[config.mk]
export PLATFORM = sky130hd
export DESIGN_NAME = aso_cordic
export DESIGN_NICKNAME = d
export VERILOG_FILES = /design/src/rtl/core/assert_macros.svh /design/src/rtl/core/aso_pkg.sv /design/src/rtl/core/aso_cordic.sv
export SDC_FILE = /design/constraint.sdc
export NUM_CORES = 1
export LEC_CHECK = 0
export BUFFER_PORTS_ARGS = -buffer_cell sky130_fd_sc_hd__buf_2
export CELL_PAD_IN_SITES_DETAIL_PLACEMENT = 1
export CELL_PAD_IN_SITES_GLOBAL_PLACEMENT = 2
export CORE_UTILIZATION = 40
export DETAILED_ROUTE_END_ITERATION = 8
export PLACE_DENSITY_LB_ADDON = 0.1
export SYNTH_ARGS = -nofsm -noshare
export SYNTH_HDL_FRONTEND = slang
export SYNTH_SLANG_ARGS = --single-unit
export TNS_END_PERCENT = 10
[constraint.sdc]
create_clock -name i_clk -period 15 [get_ports i_clk]
set_input_delay 3 -clock i_clk [delete_from_list [all_inputs] [get_ports i_clk]]
set_output_delay 3 -clock i_clk [all_outputs]
set_load 0.005 [all_outputs]
[src/rtl/core/assert_macros.svh]
// Assertion macros shared by the odometry core RTL.
`ifndef ASSERT_MACROS_SVH
`define ASSERT_MACROS_SVH

// Plain invariant, checked at every clock edge outside reset.
`define ASO_ASSERT(lbl, clk, rstn, expr, msg) \
    lbl: assert property (@(posedge clk) disable iff (!rstn) (expr)) else $error(msg);

// Same-cycle implication.
`define ASO_ASSERT_IMPL(lbl, clk, rstn, ante, cons, msg) \
    lbl: assert property (@(posedge clk) disable iff (!rstn) (ante) |-> (cons)) else $error(msg);

// Next-cycle implication.
`define ASO_ASSERT_NEXT(lbl, clk, rstn, ante, cons, msg) \
    lbl: assert property (@(posedge clk) disable iff (!rstn) (ante) |=> (cons)) else $error(msg);

`endif

[src/rtl/core/aso_pkg.sv]
// Shared constants, types and fixed-point helpers of the odometry core.
package aso_pkg;

    localparam int WINDOW   = 10;
    localparam int WIN_IW   = (WINDOW > 1) ? $clog2(WINDOW) : 1;
    localparam int FILL_W   = $clog2(WINDOW + 1);
    localparam int CORDIC_N = 30;
    localparam int CI_W     = $clog2(CORDIC_N + 1);
    localparam int CW       = 34;
    localparam int DW       = CW + 3;
    localparam int CFG_IW   = 2;

    localparam logic [CFG_IW-1:0] REG_WHEEL_SEP = CFG_IW'(0);
    localparam logic [CFG_IW-1:0] REG_WHEEL_RAD = CFG_IW'(1);

    localparam logic [1:0] OP_ENC  = 2'd0;
    localparam logic [1:0] OP_VEL  = 2'd1;
    localparam logic [1:0] OP_TREF = 2'd2;

    localparam logic [63:0] INV_2PI_Q64     = 64'h28BE60DB9391054A;
    localparam logic [63:0] TWO_OVER_PI_Q32 = 64'd2734261102;
    localparam logic signed [CW-1:0] CORDIC_K = CW'(652032874);
    localparam logic signed [31:0] STEER_MAX = 32'sd1686629713;
    localparam logic [63:0] ANG_EPS    = 64'd4295;
    localparam logic [47:0] MIN_DT_US  = 48'd100;
    localparam logic [63:0] US_PER_S   = 64'd1000000;
    localparam logic signed [63:0] SAMPLE_MAX = 64'sd576460752303423487;
    localparam logic signed [63:0] S64_MAX = 64'sh7FFFFFFFFFFFFFFF;
    localparam logic signed [63:0] S64_MIN = 64'sh8000000000000000;
    localparam logic [31:0] SEP_RESET = 32'd65536;
    localparam logic [31:0] RAD_RESET = 32'd6554;

    typedef struct packed {
        logic busy;
        logic done;
    } t_unit_stat;

    function automatic logic [63:0] f_mag(input logic signed [63:0] v);
        return v[63] ? 64'(-v) : 64'(v);
    endfunction

    function automatic logic signed [63:0] f_apply(input logic [63:0] m, input logic neg);
        if (neg) begin
            return m[63] ? S64_MIN : -$signed(m);
        end
        return m[63] ? S64_MAX : $signed(m);
    endfunction

    function automatic logic signed [63:0] f_sat_add(input logic signed [63:0] a,
                                                      input logic signed [63:0] b);
        logic signed [63:0] s;
        s = a + b;
        if (!a[63] && !b[63] && s[63]) return S64_MAX;
        if (a[63] && b[63] && !s[63]) return S64_MIN;
        return s;
    endfunction

    function automatic logic signed [63:0] f_sat_sub(input logic signed [63:0] a,
                                                      input logic signed [63:0] b);
        logic signed [63:0] s;
        s = a - b;
        if (!a[63] && b[63] && s[63]) return S64_MAX;
        if (a[63] && !b[63] && !s[63]) return S64_MIN;
        return s;
    endfunction

    // product {hi,lo} shifted right by sh, saturated, then signed
    function automatic logic signed [63:0] f_mul_post(input logic [127:0] p, input int sh,
                                                       input logic neg);
        logic [63:0] res;
        res = ((p[127:64] >> sh) != 64'd0) ? '1 : 64'(p >> sh);
        return f_apply(res, neg);
    endfunction

    function automatic logic signed [63:0] f_clamp(input logic signed [63:0] v);
        if (v > SAMPLE_MAX) return SAMPLE_MAX;
        if (v < -SAMPLE_MAX) return -SAMPLE_MAX;
        return v;
    endfunction

    function automatic logic [31:0] f_atan(input logic [CI_W-1:0] i);
        logic [31:0] a;
        unique case (i)
            5'd0:  a = 32'h20000000;
            5'd1:  a = 32'h12E4051E;
            5'd2:  a = 32'h09FB385B;
            5'd3:  a = 32'h051111D4;
            5'd4:  a = 32'h028B0D43;
            5'd5:  a = 32'h0145D7E1;
            5'd6:  a = 32'h00A2F61E;
            5'd7:  a = 32'h00517C55;
            5'd8:  a = 32'h0028BE53;
            5'd9:  a = 32'h00145F2F;
            5'd10: a = 32'h000A2F98;
            5'd11: a = 32'h000517CC;
            5'd12: a = 32'h00028BE6;
            5'd13: a = 32'h000145F3;
            5'd14: a = 32'h0000A2FA;
            5'd15: a = 32'h0000517D;
            5'd16: a = 32'h000028BE;
            5'd17: a = 32'h0000145F;
            5'd18: a = 32'h00000A30;
            5'd19: a = 32'h00000518;
            5'd20: a = 32'h0000028C;
            5'd21: a = 32'h00000146;
            5'd22: a = 32'h000000A3;
            5'd23: a = 32'h00000051;
            5'd24: a = 32'h00000029;
            5'd25: a = 32'h00000014;
            5'd26: a = 32'h0000000A;
            5'd27: a = 32'h00000005;
            5'd28: a = 32'h00000003;
            5'd29: a = 32'h00000001;
            default: a = 32'h0;
        endcase
        return a;
    endfunction

endpackage

[src/rtl/core/aso_cordic.sv]
// Iterative rotation CORDIC: 32-bit phase in, Q4.30 sine and cosine out.
module aso_cordic (
    input  logic                              i_clk,
    input  logic                              i_rst_n,
    input  logic                              i_start,
    input  logic [31:0]                       i_phase,
    output logic signed [aso_pkg::CW-1:0]     o_sin,
    output logic signed [aso_pkg::CW-1:0]     o_cos,
    output aso_pkg::t_unit_stat               o_stat
);
    import aso_pkg::*;

    logic signed [CW-1:0] r_x;
    logic signed [CW-1:0] r_y;
    logic signed [32:0]   r_z;
    logic [1:0]           r_q;
    logic [CI_W-1:0]      r_i;
    logic                 r_busy;
    logic                 r_done;
    logic signed [CW-1:0] r_sin;
    logic signed [CW-1:0] r_cos;

    logic [1:0]           w_q;
    logic [31:0]          w_rr;
    logic signed [CW-1:0] w_dx;
    logic signed [CW-1:0] w_dy;
    logic signed [32:0]   w_at;
    logic                 w_last;

    assign w_q    = 2'((i_phase + 32'h2000_0000) >> 30);
    assign w_rr   = i_phase - {w_q, 30'd0};
    assign w_dx   = r_y >>> r_i;
    assign w_dy   = r_x >>> r_i;
    assign w_at   = $signed({1'b0, f_atan(r_i)});
    assign w_last = r_i == CI_W'(CORDIC_N);

    always_ff @(posedge i_clk) begin
        if (!i_rst_n) begin
            r_busy <= 1'b0;
            r_done <= 1'b0;
            r_i    <= '0;
        end else begin
            r_done <= 1'b0;
            if (i_start) begin
                r_busy <= 1'b1;
                r_i    <= '0;
            end else if (r_busy) begin
                if (w_last) begin
                    r_busy <= 1'b0;
                    r_done <= 1'b1;
                end else begin
                    r_i <= r_i + CI_W'(1);
                end
            end
        end
    end

    always_ff @(posedge i_clk) begin
        if (i_start) begin
            r_x <= CORDIC_K;
            r_y <= '0;
            r_z <= 33'(signed'(w_rr));
            r_q <= w_q;
        end else if (r_busy) begin
            if (w_last) begin
                unique case (r_q)
                    2'd0: begin r_cos <= r_x;  r_sin <= r_y;  end
                    2'd1: begin r_cos <= -r_y; r_sin <= r_x;  end
                    2'd2: begin r_cos <= -r_x; r_sin <= -r_y; end
                    2'd3: begin r_cos <= r_y;  r_sin <= -r_x; end
                    default: begin r_cos <= r_x; r_sin <= r_y; end
                endcase
            end else if (!r_z[32]) begin
                r_x <= r_x - w_dx;
                r_y <= r_y + w_dy;
                r_z <= r_z - w_at;
            end else begin
                r_x <= r_x + w_dx;
                r_y <= r_y - w_dy;
                r_z <= r_z + w_at;
            end
        end
    end

    assign o_sin  = r_sin;
    assign o_cos  = r_cos;
    assign o_stat = '{busy: r_busy, done: r_done};

endmodule

# Word-level counts from Yosys, hierarchy flattened
# Memories as Yosys holds them, arrays and structs flattened. A register that Yosys moved wholly into a read port is not among the register bits.
# Index checks and enable logic that the tools add are counted.
# op_classes
shift	2
addsub	11
n_eq_ne	5
n_mux	14
reduce_logical	7
n_bitwise	4
# ops
cell	count
case mux 34 bit (4 select lines)	2
2-to-1 mux 33 bit	4
adder 34 bit	2
2-to-1 mux 34 bit	2
negator 34 bit	2
>>> shifter 34 x 5 -> 34 bit	2
subtractor 34 bit	2
adder 33 bit	1
subtractor 33 bit	1
adder 32 x 30 -> 32 bit, second input constant	1
subtractor 32 bit	1
2-to-1 mux 5 bit	2
adder 5 x 1 -> 5 bit, second input constant	1
equality test 5 bit, second input constant	1
equality test 2 bit, second input constant	2
2-to-1 mux 1 bit	4
NOT 1 bit	4
AND reduction 2 bit	2
AND reduction 3 bit	1
OR reduction 3 bit	1
equality test 2 x 1 -> 1 bit, second input constant	1
logical NOT 2 bit	1
inequality test 2 bit, second input constant	1
nonzero test 2 bit	1
OR reduction 2 bit	1
# totals
elab_cells	53
mem_bits_ro	960
out_inout_bits	70
n_memories	1
regBits	178
# mem_list
memory	words	word_bits	rd	rd_clocked_by_memory_dff	write_ports	line	source
(no name shown)	32	30	1	1	0	aso_pkg.sv:83	unique case (i)

# Depth between registers and ports, before layout
# depth
ltp_word	5
ltp_mapped	32
ltp_nobuf	26

# Worst setup path before layout
# No wires, ideal clock.
# synth_timing
kind	input to register
from	input port i_start
to	register r_cos[0] (netlist: o_cos[0]), enable pin
path_slack_ns	6.168
n_path_buf	1
arrival_time_ns	8.239
required_ns	14.407
cell_stages	2
cell_sequence	clkbuf_1 -> nor3b_1
# synth_via
elab_chain_cells	2
# synth_rtl
element	line	source
start: declaration	aso_cordic.sv:5	input logic i_start,
NOT 1 bit (no line)	-	
AND reduction 3 bit (no line)	-	
end signal: assignment	aso_cordic.sv:67	2'd0: begin r_cos <= r_x; r_sin <= r_y; end
end signal: assignment	aso_cordic.sv:68	2'd1: begin r_cos <= -r_y; r_sin <= r_x; end
end signal: assignment	aso_cordic.sv:69	2'd2: begin r_cos <= -r_x; r_sin <= -r_y; end
end: declaration	aso_cordic.sv:21	logic signed [CW-1:0] r_cos;
# Every way passes these cells.
# A chain may end at the register's enable or synchronous reset.

# Worst setup path after layout
# layout_timing
from	register r_i[1]
to	register r_y[30]
# layout_via
elab_chain_cells	3
# layout_rtl
element	line	source
start: declaration	aso_cordic.sv:17	logic [CI_W-1:0] r_i;
start signal: assignment	aso_cordic.sv:52	r_i <= r_i + CI_W'(1);
>>> shifter 34 x 5 -> 34 bit or equality test 5 bit (tied branches)	aso_cordic.sv:33, aso_cordic.sv:35	
adder 34 bit (tied with other cells)	aso_cordic.sv:75	r_y <= r_y + w_dy;
2-to-1 mux 34 bit or AND reduction 2 bit (tied branches)	-	
end signal: assignment	aso_cordic.sv:75	
end signal: assignment	aso_cordic.sv:79	r_y <= r_y - w_dy;
end: declaration	aso_cordic.sv:14	logic signed [CW-1:0] r_y;
# Several ways; a longest one is shown, not always the timed one.

==> results.md <==
* Status: finished, final reports clean
* Endpoint class of the critical path: flop
* Post-place setup slack at 7.56 ns
* CTS tree: yes
* Register clock-pin slew on the reported worst setup and hold paths at 0.06 ns
* Pre-antenna DRT Iters at 5
* Remaining antenna violation count after routing at 0
* Minimum clock period at around 7.5 ns
* CTS buffer count at 27
* TritonCTS Sinks at 208
* Fill cells at 6184
* Post-CTS setup buffer count at 0
* Largest net degree at the start of global routing at 99
* Iter 0 DRT Violations at 1344
* Min-Delay Path Class: reg2reg
* Mapped Area at between 0.02 and 0.025 mm^2
* Max Clk Rate at around 130 MHz
* Synth cell types at 93
* Share of cells above drive strength 1 at 0.127
* CORE AREA at 0.0518 mm^2
* DP Cell Count at 3207
* Post-Layout Cell Count at 3257
* Syn. warnings at 0
* Routability cong. at ~0.9
* Worst path arrival time at 7.89 ns
* Row Count at just over 80
* Met3 usage at 0.0330
* Via count at 19900
* Final Setup Violations at 0
* Kind of critical path: reg2reg
* Async S/R FF share, synth at 0
* Worst EP required at roughly 15 ns
* Routed wire length per instance at ~24 um
* Chip Width at 232 um
* Post_cts resized at 0
* Post-DP Area at 0.0221 mm^2
* Max Slew Vio Count at 0
* Main flop type after synthesis: dfxtp_1
* Sequential area share after synthesis at 0.245
* Fin. Hold Viols at 0
* Congestion Overflow GR at 0
* Startpoint Class: flop
* Max clock buf depth at 3
* Vias in the first global route at 20100
* Yosys reg bits at 208
* Syn Inst Count at 2565
* Die height at around 230 um
* Post-synth EDFFs at 103
* Design area at 0.0229 mm^2
* H-tree Lvls at 1
* Pwr dens at 228 mW/mm^2
* Syn Area/Cell at 8.26 um^2
* Final core utilization at 0.443
* Clock root buffer: clkbuf_16
* Syn_nets at between 2000 and 3000
* GR Layer Usage met2 at 0.476
* DRC Markers at 0
* Post-Route Setup TNS at 0 ns
* First-pass GRT wire length at 122000 um
* Initial antenna violation count at 2
* GRT Overall Usage at 0.293
* Final clock period utilization by the worst path at 0.498
* Port Buffer Count at 104
* I/O pin count at around 110
* Die area at roughly 0.054 mm^2
* Worst-margin pin slew at 1.15 ns
* Initial Utilization at 0.409
* Vias per cell at between 6 and 7
* Clock Skew at 0.0120 ns
* Detailed Place HPWL at 60200 um
* Final #Nets at 2708
* Max-Cap Viols at 0
* Post-Route WL at 79300 um
* Crit Path Max Fanout at 62
* Area delta synth->final at 8.31%
* Multi-input gate area at about 0.015 mm^2
* Cts hold-fix bufs at 0
* Clk_lat worst skew at roughly 0.58 ns
* VDD IR-drop max at 0.149 mV
* Busiest grt layer: met2
* Grt met1 use at 0.411
* Reg area at 0.00521 mm^2
* Lkg Pwr at about 9 nW
* RSZ-0062 raised after global routing: false
* Final worst setup slack at approximately 7.5 ns
* Slew HR at 0.221
[kinds of logic (layout without fill, tap and decap cells)]
kind of cell	Yosys count	in the layout	share of synthesized area
adders and majority gates	117	117	0.0702
buffers and inverters	246	257	0.0484
xor gates and xnor gates	267	267	0.111
and+or+nand+nor	818	818	0.180
DFF	208	208	0.245
muxes	165	165	0.127
other	0	1	0
AOI/OAI and AO/OA	744	744	0.218
[cells in the final DEF, fill, tap and decap left out, types with 11 or more instances in the layout]
cell / instances
a211oi_1: 29
a21o_1: 51
a21oi_1: 246
a31oi_1: 35
and2_1: 19
and3_1: 11
buf_2: 103
buf_4: 41
clkbuf_16: 27
clkinv_1: 11
dfxtp_1: 101
edfxtp_1: 103
ha_1: 114
inv_1: 59
mux2_2: 33
mux2i_1: 48
mux4_2: 78
nand2_1: 309
nand2b_1: 34
nand3_1: 36
nor2_1: 216
nor2b_1: 25
nor3_1: 54
nor4_1: 24
o211ai_1: 17
o21a_1: 21
o21ai_0: 179
o21bai_1: 17
o22ai_1: 14
o31ai_1: 26
or3_1: 25
xnor2_1: 158
xor2_1: 108
[synth_stat cells (7+ instances only)]
cell type | count | area [um^2]
nand2b_1 | 34 | 213
and2_1 | 19 | 119
buf_1 | 24 | 90.1
a31oi_1 | 35 | 219
nand3_1 | 36 | 180
nor4_1 | 24 | 150
o21bai_1 | 17 | 128
nand4_1 | 9 | 56.3
buf_2 | 16 | 80.1
nor2b_1 | 25 | 156
o211ai_1 | 17 | 128
a21oi_1 | 246 | 1230
o21ai_0 | 179 | 896
a211oi_1 | 29 | 218
a21o_1 | 51 | 383
dfxtp_1 | 105 | 2100
xor2_1 | 108 | 946
ha_1 | 114 | 1430
mux2i_1 | 48 | 480
edfxtp_1 | 103 | 3090
inv_1 | 59 | 221
mux2_2 | 33 | 372
xnor2_1 | 158 | 1380
nand3b_1 | 8 | 60.1
o31ai_1 | 26 | 195
or4_1 | 8 | 60.1
mux4_2 | 78 | 1760
nor3b_1 | 9 | 67.6
clkbuf_1 | 129 | 484
buf_6 | 7 | 78.8
nor2_1 | 217 | 815
nor3_1 | 54 | 270
nand2_1 | 310 | 1160
o21a_1 | 21 | 158
o22ai_1 | 14 | 87.6
or3_1 | 25 | 156
and3_1 | 11 | 68.8
a22oi_1 | 7 | 52.6
[final timing paths]
path | start | to | slack [ns] | depth (start not counted)
max | r_i[1] | r_y[30] | 7.53 | 21
min | r_x[4] | r_x[4] | 0.63 | 2
max reg2reg | r_i[1] | r_y[30] | 7.53 | 21
min reg2reg | r_x[4] | r_x[4] | 0.63 | 2
[sequential cells by signal, indices dropped and copies added, names as in the netlist]
| signal | count |
|---|---|
| r_x | 34 |
| r_i | 5 |
| w_at | 30 |
| r_done | 1 |
| r_y | 34 |
| r_busy | 1 |
| r_z | 33 |
| o_sin | 34 |
| r_q | 2 |
| o_cos | 34 |
[power breakdown]
group          leakage, nW  switching, mW  total, mW  internal, mW
clock network        0.415          0.266      0.645         0.379
registers             1.83          0.303       1.06         0.756
logic                 6.97           2.02       3.52          1.50
total                 9.22           2.59       5.22          2.64
[per-stage QoR]
| step | hold slack, ns | total power [mW] |
|---|---|---|
| 6_report | 0.631 | 5.22 |
| 5_1_grt | 0.674 | 5.65 |
| 4_1_cts | 0.630 | 5.22 |
| 3_3_place_gp | 0.605 | 4.46 |
| 2_1_floorplan | 0.510 | 3.63 |
| 3_5_place_dp | 0.622 | 4.54 |
[per-layer routing]
metal  wire [um]  up-vias
li1            -     9351
met1       37100     9925
met2       36500      536
met3        4070      106
met4        1680        0
met5           0        -
[area by class of cell]
| type | count | share of cell area |
|---|---|---|
| Sequential cell | 208 | 0.227 |
| Multi-Input combinational cell | 2111 | 0.653 |
| Clock buffer | 34 | 0.0306 |
| Tap cell | 680 | 0.0371 |
| Clock inverter | 15 | 0.00633 |
| Timing Repair Buffer | 144 | 0.0359 |
| Inverter | 64 | 0.0105 |
| Antenna cell | 1 | 0.000109 |
[critical path, stage by stage (launching register included)]
cell	delay (ns)
dfxtp_4	0.62
buf_4	0.80
mux4_2	0.66
mux2_2	0.30
a221o_1	0.29
nor2_1	0.31
nand4bb_1	0.29
nor4b_1	1.04
nor2b_1	0.30
nor2_1	0.07
xor2_1	0.17
ha_1	0.38
a21o_1	0.15
a21o_1	0.12
a21oi_1	0.10
o21ai_0	0.19
a21oi_1	0.12
o21ai_0	0.24
and3b_1	0.24
o41ai_1	0.63
xnor2_1	0.18
o21ai_0	0.09
Note: power is estimated with default switching activity, not from simulation.
