==> config.mk <==
export PLATFORM = sky130hd
export DESIGN_NAME = aso_mul
export DESIGN_NICKNAME = d
export VERILOG_FILES = /design/src/rtl/core/assert_macros.svh /design/src/rtl/core/aso_pkg.sv /design/src/rtl/core/aso_mul.sv
export SDC_FILE = /design/constraint.sdc
export NUM_CORES = 1
export LEC_CHECK = 0
export BUFFER_PORTS_ARGS = -buffer_cell sky130_fd_sc_hd__buf_2
export CORE_ASPECT_RATIO = 1.75
export CORE_MARGIN = 3
export CORE_UTILIZATION = 25
export CTS_CLUSTER_DIAMETER = 50
export CTS_CLUSTER_SIZE = 10
export DETAILED_ROUTE_END_ITERATION = 10
export GPL_TIMING_DRIVEN = 1
export PLACE_DENSITY_LB_ADDON = 0.08
export SLEW_MARGIN = 20
export SYNTH_ARGS = -nofsm -noshare
export SYNTH_HDL_FRONTEND = slang
export SYNTH_SLANG_ARGS = --single-unit
==> constraint.sdc <==
create_clock -name i_clk -period 3.7 [get_ports i_clk]
set_clock_uncertainty 0.1 [all_clocks]
set_input_delay 0.37 -clock i_clk [delete_from_list [all_inputs] [get_ports i_clk]]
set_output_delay 0.37 -clock i_clk [all_outputs]
set_load 0.01 [all_outputs]
==> src/rtl/core/assert_macros.svh <==
// Assertion macros shared by the odometry core RTL.
`ifndef ASSERT_MACROS_SVH
`define ASSERT_MACROS_SVH

// Plain invariant, checked at every clock edge outside reset.
`define ASO_ASSERT(lbl, clk, rstn, expr, msg) \
    lbl: assert property (@(posedge clk) disable iff (!rstn) (expr)) else $error(msg);

// Same-cycle implication.
`define ASO_ASSERT_IMPL(lbl, clk, rstn, ante, cons, msg) \
    lbl: assert property (@(posedge clk) disable iff (!rstn) (ante) |-> (cons)) else $error(msg);

// Next-cycle implication.
`define ASO_ASSERT_NEXT(lbl, clk, rstn, ante, cons, msg) \
    lbl: assert property (@(posedge clk) disable iff (!rstn) (ante) |=> (cons)) else $error(msg);

`endif

==> src/rtl/core/aso_pkg.sv <==
// Shared constants, types and fixed-point helpers of the odometry core.
package aso_pkg;

    localparam int WINDOW   = 10;
    localparam int WIN_IW   = (WINDOW > 1) ? $clog2(WINDOW) : 1;
    localparam int FILL_W   = $clog2(WINDOW + 1);
    localparam int CORDIC_N = 30;
    localparam int CI_W     = $clog2(CORDIC_N + 1);
    localparam int CW       = 34;
    localparam int DW       = CW + 3;
    localparam int CFG_IW   = 2;

    localparam logic [CFG_IW-1:0] REG_WHEEL_SEP = CFG_IW'(0);
    localparam logic [CFG_IW-1:0] REG_WHEEL_RAD = CFG_IW'(1);

    localparam logic [1:0] OP_ENC  = 2'd0;
    localparam logic [1:0] OP_VEL  = 2'd1;
    localparam logic [1:0] OP_TREF = 2'd2;

    localparam logic [63:0] INV_2PI_Q64     = 64'h28BE60DB9391054A;
    localparam logic [63:0] TWO_OVER_PI_Q32 = 64'd2734261102;
    localparam logic signed [CW-1:0] CORDIC_K = CW'(652032874);
    localparam logic signed [31:0] STEER_MAX = 32'sd1686629713;
    localparam logic [63:0] ANG_EPS    = 64'd4295;
    localparam logic [47:0] MIN_DT_US  = 48'd100;
    localparam logic [63:0] US_PER_S   = 64'd1000000;
    localparam logic signed [63:0] SAMPLE_MAX = 64'sd576460752303423487;
    localparam logic signed [63:0] S64_MAX = 64'sh7FFFFFFFFFFFFFFF;
    localparam logic signed [63:0] S64_MIN = 64'sh8000000000000000;
    localparam logic [31:0] SEP_RESET = 32'd65536;
    localparam logic [31:0] RAD_RESET = 32'd6554;

    typedef struct packed {
        logic busy;
        logic done;
    } t_unit_stat;

    function automatic logic [63:0] f_mag(input logic signed [63:0] v);
        return v[63] ? 64'(-v) : 64'(v);
    endfunction

    function automatic logic signed [63:0] f_apply(input logic [63:0] m, input logic neg);
        if (neg) begin
            return m[63] ? S64_MIN : -$signed(m);
        end
        return m[63] ? S64_MAX : $signed(m);
    endfunction

    function automatic logic signed [63:0] f_sat_add(input logic signed [63:0] a,
                                                      input logic signed [63:0] b);
        logic signed [63:0] s;
        s = a + b;
        if (!a[63] && !b[63] && s[63]) return S64_MAX;
        if (a[63] && b[63] && !s[63]) return S64_MIN;
        return s;
    endfunction

    function automatic logic signed [63:0] f_sat_sub(input logic signed [63:0] a,
                                                      input logic signed [63:0] b);
        logic signed [63:0] s;
        s = a - b;
        if (!a[63] && b[63] && s[63]) return S64_MAX;
        if (a[63] && !b[63] && !s[63]) return S64_MIN;
        return s;
    endfunction

    // product {hi,lo} shifted right by sh, saturated, then signed
    function automatic logic signed [63:0] f_mul_post(input logic [127:0] p, input int sh,
                                                       input logic neg);
        logic [63:0] res;
        res = ((p[127:64] >> sh) != 64'd0) ? '1 : 64'(p >> sh);
        return f_apply(res, neg);
    endfunction

    function automatic logic signed [63:0] f_clamp(input logic signed [63:0] v);
        if (v > SAMPLE_MAX) return SAMPLE_MAX;
        if (v < -SAMPLE_MAX) return -SAMPLE_MAX;
        return v;
    endfunction

    function automatic logic [31:0] f_atan(input logic [CI_W-1:0] i);
        logic [31:0] a;
        unique case (i)
            5'd0:  a = 32'h20000000;
            5'd1:  a = 32'h12E4051E;
            5'd2:  a = 32'h09FB385B;
            5'd3:  a = 32'h051111D4;
            5'd4:  a = 32'h028B0D43;
            5'd5:  a = 32'h0145D7E1;
            5'd6:  a = 32'h00A2F61E;
            5'd7:  a = 32'h00517C55;
            5'd8:  a = 32'h0028BE53;
            5'd9:  a = 32'h00145F2F;
            5'd10: a = 32'h000A2F98;
            5'd11: a = 32'h000517CC;
            5'd12: a = 32'h00028BE6;
            5'd13: a = 32'h000145F3;
            5'd14: a = 32'h0000A2FA;
            5'd15: a = 32'h0000517D;
            5'd16: a = 32'h000028BE;
            5'd17: a = 32'h0000145F;
            5'd18: a = 32'h00000A30;
            5'd19: a = 32'h00000518;
            5'd20: a = 32'h0000028C;
            5'd21: a = 32'h00000146;
            5'd22: a = 32'h000000A3;
            5'd23: a = 32'h00000051;
            5'd24: a = 32'h00000029;
            5'd25: a = 32'h00000014;
            5'd26: a = 32'h0000000A;
            5'd27: a = 32'h00000005;
            5'd28: a = 32'h00000003;
            5'd29: a = 32'h00000001;
            default: a = 32'h0;
        endcase
        return a;
    endfunction

endpackage

==> src/rtl/core/aso_mul.sv <==
// Bit-serial 64x64 unsigned shift-add multiplier, one multiplier bit per cycle.
module aso_mul (
    input  logic                 i_clk,
    input  logic                 i_rst_n,
    input  logic                 i_start,
    input  logic [63:0]          i_a,
    input  logic [63:0]          i_b,
    output logic [127:0]         o_prod,
    output aso_pkg::t_unit_stat  o_stat
);
    import aso_pkg::*;

    logic [63:0]  r_a;
    logic [127:0] r_p;
    logic [5:0]   r_cnt;
    logic         r_busy;
    logic         r_done;
    logic [64:0]  w_sum;

    assign w_sum = {1'b0, r_p[127:64]} + (r_p[0] ? {1'b0, r_a} : 65'd0);

    always_ff @(posedge i_clk) begin
        if (!i_rst_n) begin
            r_busy <= 1'b0;
            r_done <= 1'b0;
            r_cnt  <= '0;
        end else begin
            r_done <= 1'b0;
            if (i_start) begin
                r_busy <= 1'b1;
                r_cnt  <= '0;
            end else if (r_busy) begin
                r_cnt <= r_cnt + 6'd1;
                if (r_cnt == 6'd63) begin
                    r_busy <= 1'b0;
                    r_done <= 1'b1;
                end
            end
        end
    end

    always_ff @(posedge i_clk) begin
        if (i_start) begin
            r_a <= i_a;
            r_p <= {64'd0, i_b};
        end else if (r_busy) begin
            r_p <= {w_sum, r_p[63:1]};
        end
    end

    assign o_prod = r_p;
    assign o_stat = '{busy: r_busy, done: r_done};

endmodule

Word level (Yosys, flattened, before mapping) --
Index checks and enable logic that the tools add are counted.
Storage, ports and cells: logic and storage cells 21, output and inout port bits 130, bits of input ports 131, register bits after elaboration 200
Operators by class: multiplexer cells 7, eq/ne operators 1, $add $sub $neg 2, reductions and logical operators 3, bitwise logic cells 2
Operator list (count):
- $mux W64 | 3
- $add A64 B64 Y65 | 1
- $add A6 B1 Y6 const B | 1
- $eq A6 B6 Y1 const B | 1
- $mux W1 | 4
- $reduce_or A3 Y1 | 1
- $not A1 Y1 | 2
- $reduce_bool A2 Y1 | 1
- $reduce_or A2 Y1 | 1

Longest topological paths before layout --
Gate-level depths: netlist (run 1).
depth after elaboration 4, mapped depth 17, gate-level depth less buffers 14

Worst setup path after synthesis (run 1) --
Ideal clock, no wire load.
path kind flip-flop to flip-flop, from register r_p[0] (netlist: o_prod[0]), to register r_p[127] (netlist: o_prod[127]), data required time 3.466 ns, arrival 3.704 ns, period minus slack after synthesis 3.938 ns, buffers on the path 2, slack -0.238 ns, stages on the path, launching flop included 17, setup time 0.134 ns, path through edfxtp_1 -> clkbuf_1 -> clkbuf_1 -> and2_1 -> ha_1 -> fa_1 -> a21o_1 -> a221oi_2 -> o41a_1 -> o21a_2 -> o41a_2 -> o2111ai_2 -> a32oi_2 -> o21ai_2 -> a31o_2 -> a2111oi_0 -> nor3_1
Between the ends: cells in the longest elaborated chain, start to end 2
Ends and longest elaborated chain:
- start: declaration | RTL line aso_mul.sv:14 | logic [127:0] r_p;
- start signal: assignment | RTL line aso_mul.sv:45 | r_p <= {64'd0, i_b};
- start signal: assignment | RTL line aso_mul.sv:47 | r_p <= {w_sum, r_p[63:1]};
- $mux W64 | RTL line aso_mul.sv:20 | assign w_sum = {1'b0, r_p[127:64]} + (r_p[0] ? {1'b0, r_a} : 65'd0);
- $add A64 B64 Y65 | RTL line aso_mul.sv:20
No other way between the ends. A chain may end at the register's enable or synchronous reset.

Worst setup path in the final report (run 1) --
from register r_p[0] (netlist: o_prod[0]), to register r_p[124] (netlist: o_prod[124])
Same word-level chain as after synthesis.

==> results of run 1 <==
stage by stage:
step                hold slack [ns]  power, mW
CTS                       0.0006334      6.312
finish                      0.01636      6.311
global placement             0.3546      4.188
global route               0.004931      6.651
detailed placement           0.3604      4.185
floorplan                    0.3537      3.507
logic make-up after synthesis:
family	Yosys count	share of synthesized area, %
buffers and inverters	67	2.387
adder cells (fa/ha/maj)	66	7.606
AND/OR/NAND/NOR	287	13.21
multiplexers	92	9.137
AO/OA/AOI/OAI	248	14.46
XOR/XNOR	62	4.957
flip-flops	200	48.24
per-layer routing:
layer	global-route usage [%]	up-vias	share of wire, %	routed length, um
li1	-	4628	-	-
met1	15.39	4371	36	13370
met2	30.99	226	57	21150
met3	3.523	45	4.4	1643
met4	5.249	0	2.8	1058
met5	0	-	0	0
layout make-up:
type | instances | share of cell area (%)
antenna | 1 | 0.01589
multi-input combinational | 755 | 37.79
inverter | 12 | 0.2860
clock buffer | 17 | 2.701
tap | 561 | 4.457
sequential | 200 | 33.57
clock inverter | 15 | 1.152
timing repair buffer | 469 | 20.03
where the power goes:
part | switching (mW) | total (mW) | leakage, nW | internal (mW)
logic | 0.795 | 1.59 | 4.65 | 0.799
clock network | 1.07 | 2.00 | 0.297 | 0.934
registers | 0.125 | 2.72 | 1.86 | 2.59
state kept, by name, indices dropped and copies added, names as in the netlist:
register  cells
o_prod      128
r_a          64
r_cnt         6
r_busy        1
r_done        1
final timing paths:
path               startpoint     endpoint  slack, ns  cells past startpoint
hold reg to reg   o_prod[107]  o_prod[107]       0.37                      2
setup / recovery    o_prod[0]  o_prod[124]      -0.05                     17
hold / removal         i_a[0]       r_a[0]       0.02                      1
setup reg to reg    o_prod[0]  o_prod[124]      -0.05                     17
synthesized netlist by cell type, types with 2 or more instances:
| cell type | instances |
|---|---|
| o21ai_0 | 51 |
| nor2b_1 | 7 |
| nand2b_1 | 7 |
| mux2i_1 | 28 |
| a211oi_1 | 7 |
| inv_1 | 11 |
| nor2_1 | 56 |
| buf_4 | 2 |
| o31ai_1 | 2 |
| o2111ai_1 | 3 |
| o41a_1 | 2 |
| a21o_1 | 39 |
| and3_1 | 7 |
| or3_1 | 5 |
| xor2_1 | 22 |
| buf_1 | 2 |
| clkbuf_1 | 49 |
| nor3_1 | 8 |
| o211ai_1 | 2 |
| and2_1 | 71 |
| buf_2 | 2 |
| nand4_1 | 27 |
| mux2_2 | 64 |
| o21ai_1 | 21 |
| dfxtp_1 | 72 |
| and4_1 | 2 |
| a21oi_1 | 72 |
| o31a_1 | 2 |
| a22o_1 | 3 |
| nand3_1 | 15 |
| edfxtp_1 | 128 |
| ha_1 | 65 |
| o21bai_1 | 9 |
| nand2_1 | 76 |
| a41oi_1 | 3 |
| a31oi_1 | 9 |
| xnor2_1 | 40 |
| o21a_1 | 4 |
layout by cell type (no fill, tap or decap), types with 15 or more instances in the layout:
cell and n:
buf_2 259, buf_4 137, edfxtp_1 128, nand2_1 71, dfxtp_1 71, mux2_2 64
dlygate4sd3_1 61, a21oi_1 60, and2_1 59, nor2_1 52, o21ai_0 44, ha_1 43
xnor2_1 40, a21o_1 39, mux2i_1 28, nand4_1 27, o21ai_1 24, xor2_1 21
clkbuf_16 20, ha_4 17, nand3_1 15
worst reg2reg max path: cells and delay by family, from the launching register on:
kind | cells | cell delay, ns
and+or+nand+nor | 7 | 1.25
AOI/OAI and AO/OA | 5 | 1.04
buffers and inverters | 4 | 0.62
DFF | 1 | 0.44
adders and majority gates | 1 | 0.28
what timing repair did:
action / 4_1_cts / 5_1_grt
gates cloned: 0 / 3
pin swaps: 9 / 36
hold endpoints to repair: 59 / 2
setup buffers: 2 / 13
gates resized for setup: 15 / 86
hold buffers: 59 / 2
setup endpoints to repair: 12 / 27
==> out/results.tsv, run 1 <==
metric	value	unit
core_area	0.04292	mm2
ios	261	
vias_per_cell	4.567	
cp_slowest_cell	edfxtp_1	
syn-cell-area	0.01096	mm2
initial_core_util	25.53	%
hp-class	primary input to register	
crit_fanout	7	
post-place-ws	-0.2219	ns
synthArstFlopShare	0	%
grt_max_degree	135	
tightest_slew	0.7974	ns
power_density	400.7	mW/mm2
period_needed	3.752	ns
rows	100	
placed_cell_area	0.01379	mm2
design_area	0.01575	mm2
yosys.cell_types.count	65	
area_growth	43.75	%
endpoint_kind	register	
die_h	282.9	um
place.gp.congestion	0.8275	
setup_slack	-0.05223	ns
status	complete, but fails checks	
fmax	0.2665	GHz
drive_above_1_share	40.74	%
synth_nets	1219	
route.detailed.wl_per_inst	18.34	um
synth.area.top_cells	edfxtp_1 35%, dfxtp_1 13%, ha_1 7.4%, mux2_2 6.6%, and2_1 4.1%	
slew_viol_final	0	
io_buffers	260	
drv_cap	0	
ant_nets	0	
crit_chain	buf_12 > clkbuf_16 > buf_12 > and2_4 > ha_4 > nand4_1 > nor3_4 > nand2_1 > nand2_2 > a31oi_4 > a2111oi_4 > o2111ai_2 > a211oi_2 > buf_4 > o21ai_2 > or3_1 > nand3_1	
fin_cells	2030	
vdd_drop_max	276.8	uV
p_leak	6.804	nW
hold_viol	0	
final-seq-area	0.005286	mm2
ys_ff_latch	200	
arrival	4.05	ns
syn_area_per_cell	10.72	um2
crit_required	4.00	ns
grt_pass1_wl	55.92	mm
final_nets	1652	
drtIter0Drc	284	
final_util	36.70	%
cts_root_buffer	clkbuf_16	
synth_ff_type	edfxtp_1	
rsz0062_at_grt	yes	
antenna_found_initial	1	
yosys_warnings	0	
setup_viol	1	
cts_inserted_buffers	17	
wirelength	37.23	mm
die-area	0.04647	mm2
track_usage	15.61	%
violations	negative setup slack	
clkSinkCount	200	
setup_tns	-0.05223	ns
die_w	164.2	um
cts_max_level	4	
slew_headroom	46.84	%
path_common_cell	buf_12	
startpoint_type	register	
yosysSeqAreaShare	48.24	%
multi_input_area	0.005952	mm2
synth-edff-count	128	
firstDrtPassIters	4	
path_delay_family	simple AND/OR/NAND/NOR gates	
path_class	register to register	
clkTransAtPathRegs	0.09	ns
hpwl	27.97	mm
cts_tree	yes	
vias	9270	
slowest_delay	0.44	ns
synth_top_area_share	35.08	%
clock_latency	0.46	ns
overflow	0	
min_period_over_period	101.4	%
fillCellCount	4376	
dp_cells	1918	
drc	0	
synth_cells	1022	
critPathBufInv	4	
clk_path_buf_depth	2	
grt_pass1_vias	9973	
synth.largest_area_cell	edfxtp_1	
(Power assumes the default switching activity.)
==> inputs of run 2 (changes only) <==
Settings changed: REMOVE_ABC_BUFFERS from default to 1.
==> run 2 against run 1 <==
Net effect: the run now ends clean; first-iteration DRC count is 3.5% lower; register-to-register slack improved by 0.11 ns; worst setup slack gained 0.11 ns; cell area decreased by 0.52%; clock-buffer cell count did not move; die area stayed put; cell count about the same; hold slack better by 0.0021 ns; clock power rose by 3%; fmax up 3.1%; total power is 0.22% lower.
==> out/results.tsv, run 2 (synthesis results as in run 1) <==
metric	value	unit	change
status	finished, final reports clean		
rsz0062_at_grt	yes		
hold_path_depth	1		unchanged
die_w	164.2	um	unchanged
clk_path_buf_depth	2		unchanged
firstDrtPassIters	4		unchanged
fmax	0.2748	GHz	+3.1%
die-area	0.04647	mm2	unchanged
core_area	0.04292	mm2	unchanged
vias_per_cell	4.583		+0.35%
reg2regPathDepth	15		-2
largest_reg_flops	128		unchanged
io_buffers	260		unchanged
hold_viol	0		unchanged
grt_pass1_vias	10070		+0.99%
ios	261		unchanged
diodes	0		-1
clkPwrFrac	32.6	%	+0.9 points
critPathBufInv	1		-3
slew_headroom	43.21	%	-3.6 points
crit_required	3.93	ns	-0.07 ns
grt_pass1_wl	56.81	mm	+1.6%
startpoint_type	register		
design_area	0.01567	mm2	-0.52%
fin_cells	2032		+0.099%
cts_root_buffer	clkbuf_16		
initial_core_util	25.53	%	unchanged
reg2reg_slack	0.06	ns	+0.11 ns
vdd_drop_max	292.9	uV	+5.8%
placed_cell_area	0.01381	mm2	+0.16%
drv_cap	0		unchanged
crit_chain	buf_6 > and2_4 > ha_4 > fa_2 > a21o_1 > a221oi_2 > o41a_1 > o21a_2 > o41a_4 > o2111ai_4 > a32oi_2 > o21ai_2 > a31o_4 > a2111oi_4 > nor3_1		
cellInternalPower	4.295	mW	-0.68%
dp_cells	1929		+0.57%
route.detailed.wl_per_inst	18.33	um	about the same
path_delay_family	compound AO/OA/AOI/OAI gates		
crit_fanout	6		-1
drive_above_1_share	40.11	%	-0.63 points
top_usage_layer	met2		
power_density	401.9	mW/mm2	+0.30%
final_cell_mix	259 x buf_2, 149 x buf_4, 128 x edfxtp_1		
overflow	0		unchanged
met3_usage	2.938	%	-0.58 points
path_class	register to register		
r2r-start	o_prod[0]		
drc	0		unchanged
netSwitchingPower	2.002	mW	+0.77%
critical_path.endpoint	o_prod[127]		
crit_cells	15		-2
endpoint_kind	register		
clkTransAtPathRegs	0.08	ns	about the same
grt_use_met2	32.47	%	+1.5 points
tightest_slew	0.8519	ns	+0.05450 ns
track_usage	15.90	%	+0.28 points
period_needed	3.639	ns	-0.1137 ns
arrival	3.87	ns	-0.18 ns
grt_max_degree	57		-58%
slowest_delay	0.41	ns	-0.03 ns
cts_inserted_buffers	17		unchanged
wirelength	37.25	mm	about the same
area_growth	43.01	%	
cp-startpoint	o_prod[0]		
vias	9312		+0.45%
drtIter0Drc	274		-3.5%
comb_power_share	24.3	%	-1.0 points
cts_tree	yes		
place.gp.congestion	0.8277		about the same
p_leak	6.815	nW	+0.16%
cp_slowest_cell	edfxtp_1		
min_period_over_period	98.34	%	-3.1 points
ant_nets	0		unchanged
final_nets	1655		+0.18%
clkSinkCount	200		unchanged
fillCellCount	4422		+1.1%
power_switching_share	31.79	%	+0.31 points
rows	100		unchanged
cts_max_level	4		unchanged
antenna_found_initial	0		-1
clock_latency	0.47	ns	about the same
hp-class	primary input to register		
use_met1	15.74	%	+0.35 points
rr_endpoint	o_prod[127]		
mostFrequentLayoutCell	buf_2		
power.share.sequential	43.1	%	about the same
slew_viol_final	0		unchanged
setup_viol	0		-1
die_h	282.9	um	unchanged
hpwl	28.91	mm	+3.4%
## run 2: changes by cell type in the layout (fill, tap and decap cells not counted), sizes merged
cell,before,now
buf,405,414
clkbuf,20,17
dlygate4sd3,61,58
clkinv,4,5
diode,1,0
inv,23,22
## run 2: power groups by stage
stage / Combinational, mW / Sequential, mW / Clock (mW)
global route: 1.69 / 2.74 / 2.22
global placement: 1.41 / 2.76 / 0
finish: 1.53 / 2.71 / 2.05
floorplan: 0.667 / 2.81 / 0
CTS: 1.48 / 2.71 / 2.15
detailed placement: 1.41 / 2.76 / 0
## run 2: per-stage QoR
| stage | hold slack [ns] | power (mW) | TNS [ns] | setup WS [ns] | utilization [%] |
|---|---|---|---|---|---|
| floorplan | 0.3424 | 3.476 | -37.75 | -0.5771 | - |
| global placement | 0.3586 | 4.169 | -0.7979 | -0.1867 | 32.18 |
| detailed placement | 0.3577 | 4.168 | -1.598 | -0.2439 | 32.18 |
| CTS | 0.004329 | 6.345 | 0 | 0.001098 | 35.37 |
| global route | 0.01213 | 6.653 | -0.4438 | -0.09077 | 36.51 |
| finish | 0.01841 | 6.297 | 0 | 0.06145 | 36.51 |
## run 2: layout make-up
type | count | area, um2 | area share (%)
inverters | 12 | 47.55 | 0.3035
clock buffers | 17 | 425.4 | 2.715
flip-flops and latches | 200 | 5286 | 33.74
multi-input cells | 755 | 5922 | 37.80
well taps | 561 | 701.9 | 4.480
repair buffers | 472 | 3067 | 19.57
clock inverters | 15 | 217.7 | 1.390
## run 2: how the worst min path moves through the flow
stage             endpoint  slack, ns   startpoint
2_1_floorplan  o_prod[103]       0.34      i_start
6_report           r_a[28]       0.02      i_a[28]
4_1_cts            r_a[28]      0.004      i_a[28]
3_3_place_gp   o_prod[112]       0.36  o_prod[112]
5_1_grt            r_a[27]       0.01      i_a[27]
3_5_place_dp   o_prod[113]       0.36  o_prod[113]
## run 2: routing by layer
metal | wire length (um) | share of wire [%]
met3 | 1516 | 4.1
met4 | 593 | 1.6
met5 | 0 | 0
met2 | 21760 | 58
met1 | 13380 | 36
## run 2: repair_timing
item,CTS,global route
buffers inserted,2,11
hold buffers,58,0
endpoints found under the setup margin,14,19
pin swaps,14,35
endpoints found under the hold margin,58,0
resized for setup,23,78
==> inputs of run 3 (changes only) <==
Settings changed: CORE_MARGIN 3 to 2.
==> run 3 against run 2 <==
Net effect: the flow now finishes with violations (negative setup slack); clock-buffer cell count stayed put; critical path depth is 2 higher; core utilization is 0.31 points lower; via count is 0.24% higher; sequential cell count stayed put; hold slack better by 0.056 ns; cell area is 0.14% higher; cell count is 1.2% higher; first-iteration DRC count is 4.7% higher.
==> out/results.tsv, run 3 (synthesis results as in run 1) <==
metric	value	unit	change
cts_max_level	4		unchanged
largest_reg_flops	128		unchanged
clkSinkCount	200		unchanged
grt_max_degree	62		+8.8%
core_area	0.04335	mm2	+1.0%
initial_core_util	25.27	%	-0.25 points
setup_viol	1		+1
final_cell_mix	259 x buf_2, 163 x buf_4, 128 x edfxtp_1		
rows	101		+1.0%
fillCellCount	4483		+1.4%
area_growth	43.20	%	
power_density	403.7	mW/mm2	+0.44%
slew_viol_final	0		unchanged
cp-startpoint	o_prod[0]		
antenna_found_initial	0		unchanged
route.detailed.wl_per_inst	17.86	um	-2.6%
rsz0062_at_grt	yes		
r2r-start	o_prod[0]		
status	complete, but fails checks		
arrival	3.97	ns	+0.10 ns
cts_tree	yes		
p_leak	6.864	nW	+0.72%
cts_root_buffer	clkbuf_16		
post-place-ws	-0.2804	ns	-0.03653 ns
endpoint_kind	register		
vias_per_cell	4.538		-0.98%
critical_path.endpoint	o_prod[125]		
crit_fanout	12		+6
wirelength	36.73	mm	-1.4%
hp-class	primary input to register		
grt_pass1_vias	10060		-0.16%
drc	0		unchanged
grt_pass1_wl	56.52	mm	-0.51%
clock_latency	0.47	ns	about the same
hold_viol	0		unchanged
die-area	0.04558	mm2	-1.9%
slew_headroom	47.78	%	+4.6 points
rr_endpoint	o_prod[125]		
firstDrtPassIters	4		unchanged
tightest_slew	0.7833	ns	-0.06856 ns
mostFrequentLayoutCell	buf_2		
setup_slack	-0.01954	ns	-0.08098 ns
ant_nets	0		unchanged
final_nets	1675		+1.2%
vias	9334		+0.24%
drtIter0Drc	287		+4.7%
place.gp.congestion	0.8299		+0.27%
period_needed	3.720	ns	+0.08098 ns
cts_inserted_buffers	17		unchanged
reg2reg_slack	-0.02	ns	-0.08 ns
overflow	0		unchanged
diodes	0		unchanged
power	6.333	mW	+0.58%
ios	261		unchanged
clk_path_buf_depth	2		unchanged
die_h	280.9	um	-0.71%
crit_required	3.95	ns	+0.02 ns
placed_cell_area	0.01399	mm2	+1.3%
min_period_over_period	100.5	%	+2.2 points
multi_input_area	0.005762	mm2	-2.7%
drive_above_1_share	38.77	%	-1.3 points
final-seq-area	0.005286	mm2	unchanged
vdd_drop_max	271.0	uV	-7.5%
io_buffers	260		unchanged
reg2regPathDepth	17		+2
fmax	0.2689	GHz	-2.2%
hpwl	27.86	mm	-3.7%
startpoint_type	register		
path_class	register to register		
drv_cap	0		unchanged
clkTransAtPathRegs	0.09	ns	about the same
die_w	162.2	um	-1.2%
track_usage	16.20	%	+0.30 points
design_area	0.01569	mm2	+0.14%
violations	negative setup slack		
## run 3: cell types whose count changed in the layout (fill, tap and decap cells not counted), moves of 4 or more
cell	previous run	this run
a21oi_2	8	4
and2_1	64	70
o21ai_0	42	47
ha_4	17	11
a21oi_1	64	68
buf_4	149	163
ha_1	45	50
dlygate4sd3_1	58	64
and2_4	7	1
## run 3: cell type report
class / count / area share (%)
Inverter: 12 / 0.2871
Tap cell: 566 / 4.514
Sequential cell: 200 / 33.69
Clock inverter: 15 / 1.412
Clock buffer: 17 / 2.712
Multi-Input combinational cell: 755 / 36.73
Timing Repair Buffer: 492 / 20.66
## run 3: how the worst min path moves through the flow
stage / slack (ns) / start / cells past startpoint / end
6_report: 0.07 / i_rst_n / 2 / r_busy
5_1_grt: 0.06 / i_rst_n / 2 / r_busy
4_1_cts: 0.04 / i_rst_n / 2 / r_busy
3_5_place_dp: 0.36 / o_prod[126] / 2 / o_prod[126]
3_3_place_gp: 0.36 / o_prod[113] / 2 / o_prod[113]
2_1_floorplan: 0.34 / i_start / 1 / o_prod[103]
## run 3: routing by layer
layer | GRT usage (%) | part of all wire, % | vias to the layer above
li1 | - | - | 4666
met3 | 3.114 | 3.7 | 56
met5 | 0 | 0 | -
met1 | 16.64 | 37 | 4420
met2 | 31.60 | 56 | 192
met4 | 6.512 | 3.0 | 0
## run 3: power breakdown
part / switching (mW) / internal [mW] / total (mW) / leakage (nW)
sequential: 0.119 / 2.59 / 2.71 / 1.86
clock: 1.13 / 0.959 / 2.09 / 0.308
combinational: 0.775 / 0.759 / 1.53 / 4.70
total: 2.02 / 4.31 / 6.33 / 6.86
## run 3: what timing repair did
action,CTS,global route
buffers inserted,3,3
gates resized for setup,38,20
hold buffers,64,0
hold endpoints to repair,64,0
pin swaps,9,8
setup endpoints to repair,16,21
## run 3: worst max-delay path, cell delays in order (launching register included)
cell,delay (ns)
edfxtp_1,0.46
buf_6,0.18
and2_1,0.17
ha_4,0.27
buf_6,0.09
a21o_1,0.14
a221oi_2,0.07
buf_4,0.14
o41a_1,0.30
o21a_2,0.15
o41a_4,0.46
o2111ai_4,0.23
a32oi_2,0.17
o21ai_2,0.20
a31o_4,0.19
buf_4,0.12
xnor2_2,0.10
o21ai_1,0.07
## run 3: metrics by stage
| step | utilization, % | hold WS, ns | cells | TNS [ns] |
|---|---|---|---|---|
| after detailed placement | 32.27 | 0.3576 | 1955 | -1.950 |
| after CTS | 35.88 | 0.04279 | 2054 | -0.06094 |
| final | 36.19 | 0.07441 | 2057 | -0.01954 |
| after global routing | 36.19 | 0.05828 | 2057 | -1.318 |
| after floorplan | - | 0.3424 | 967 | -37.75 |
| after global placement | 32.27 | 0.3561 | 1955 | -1.552 |
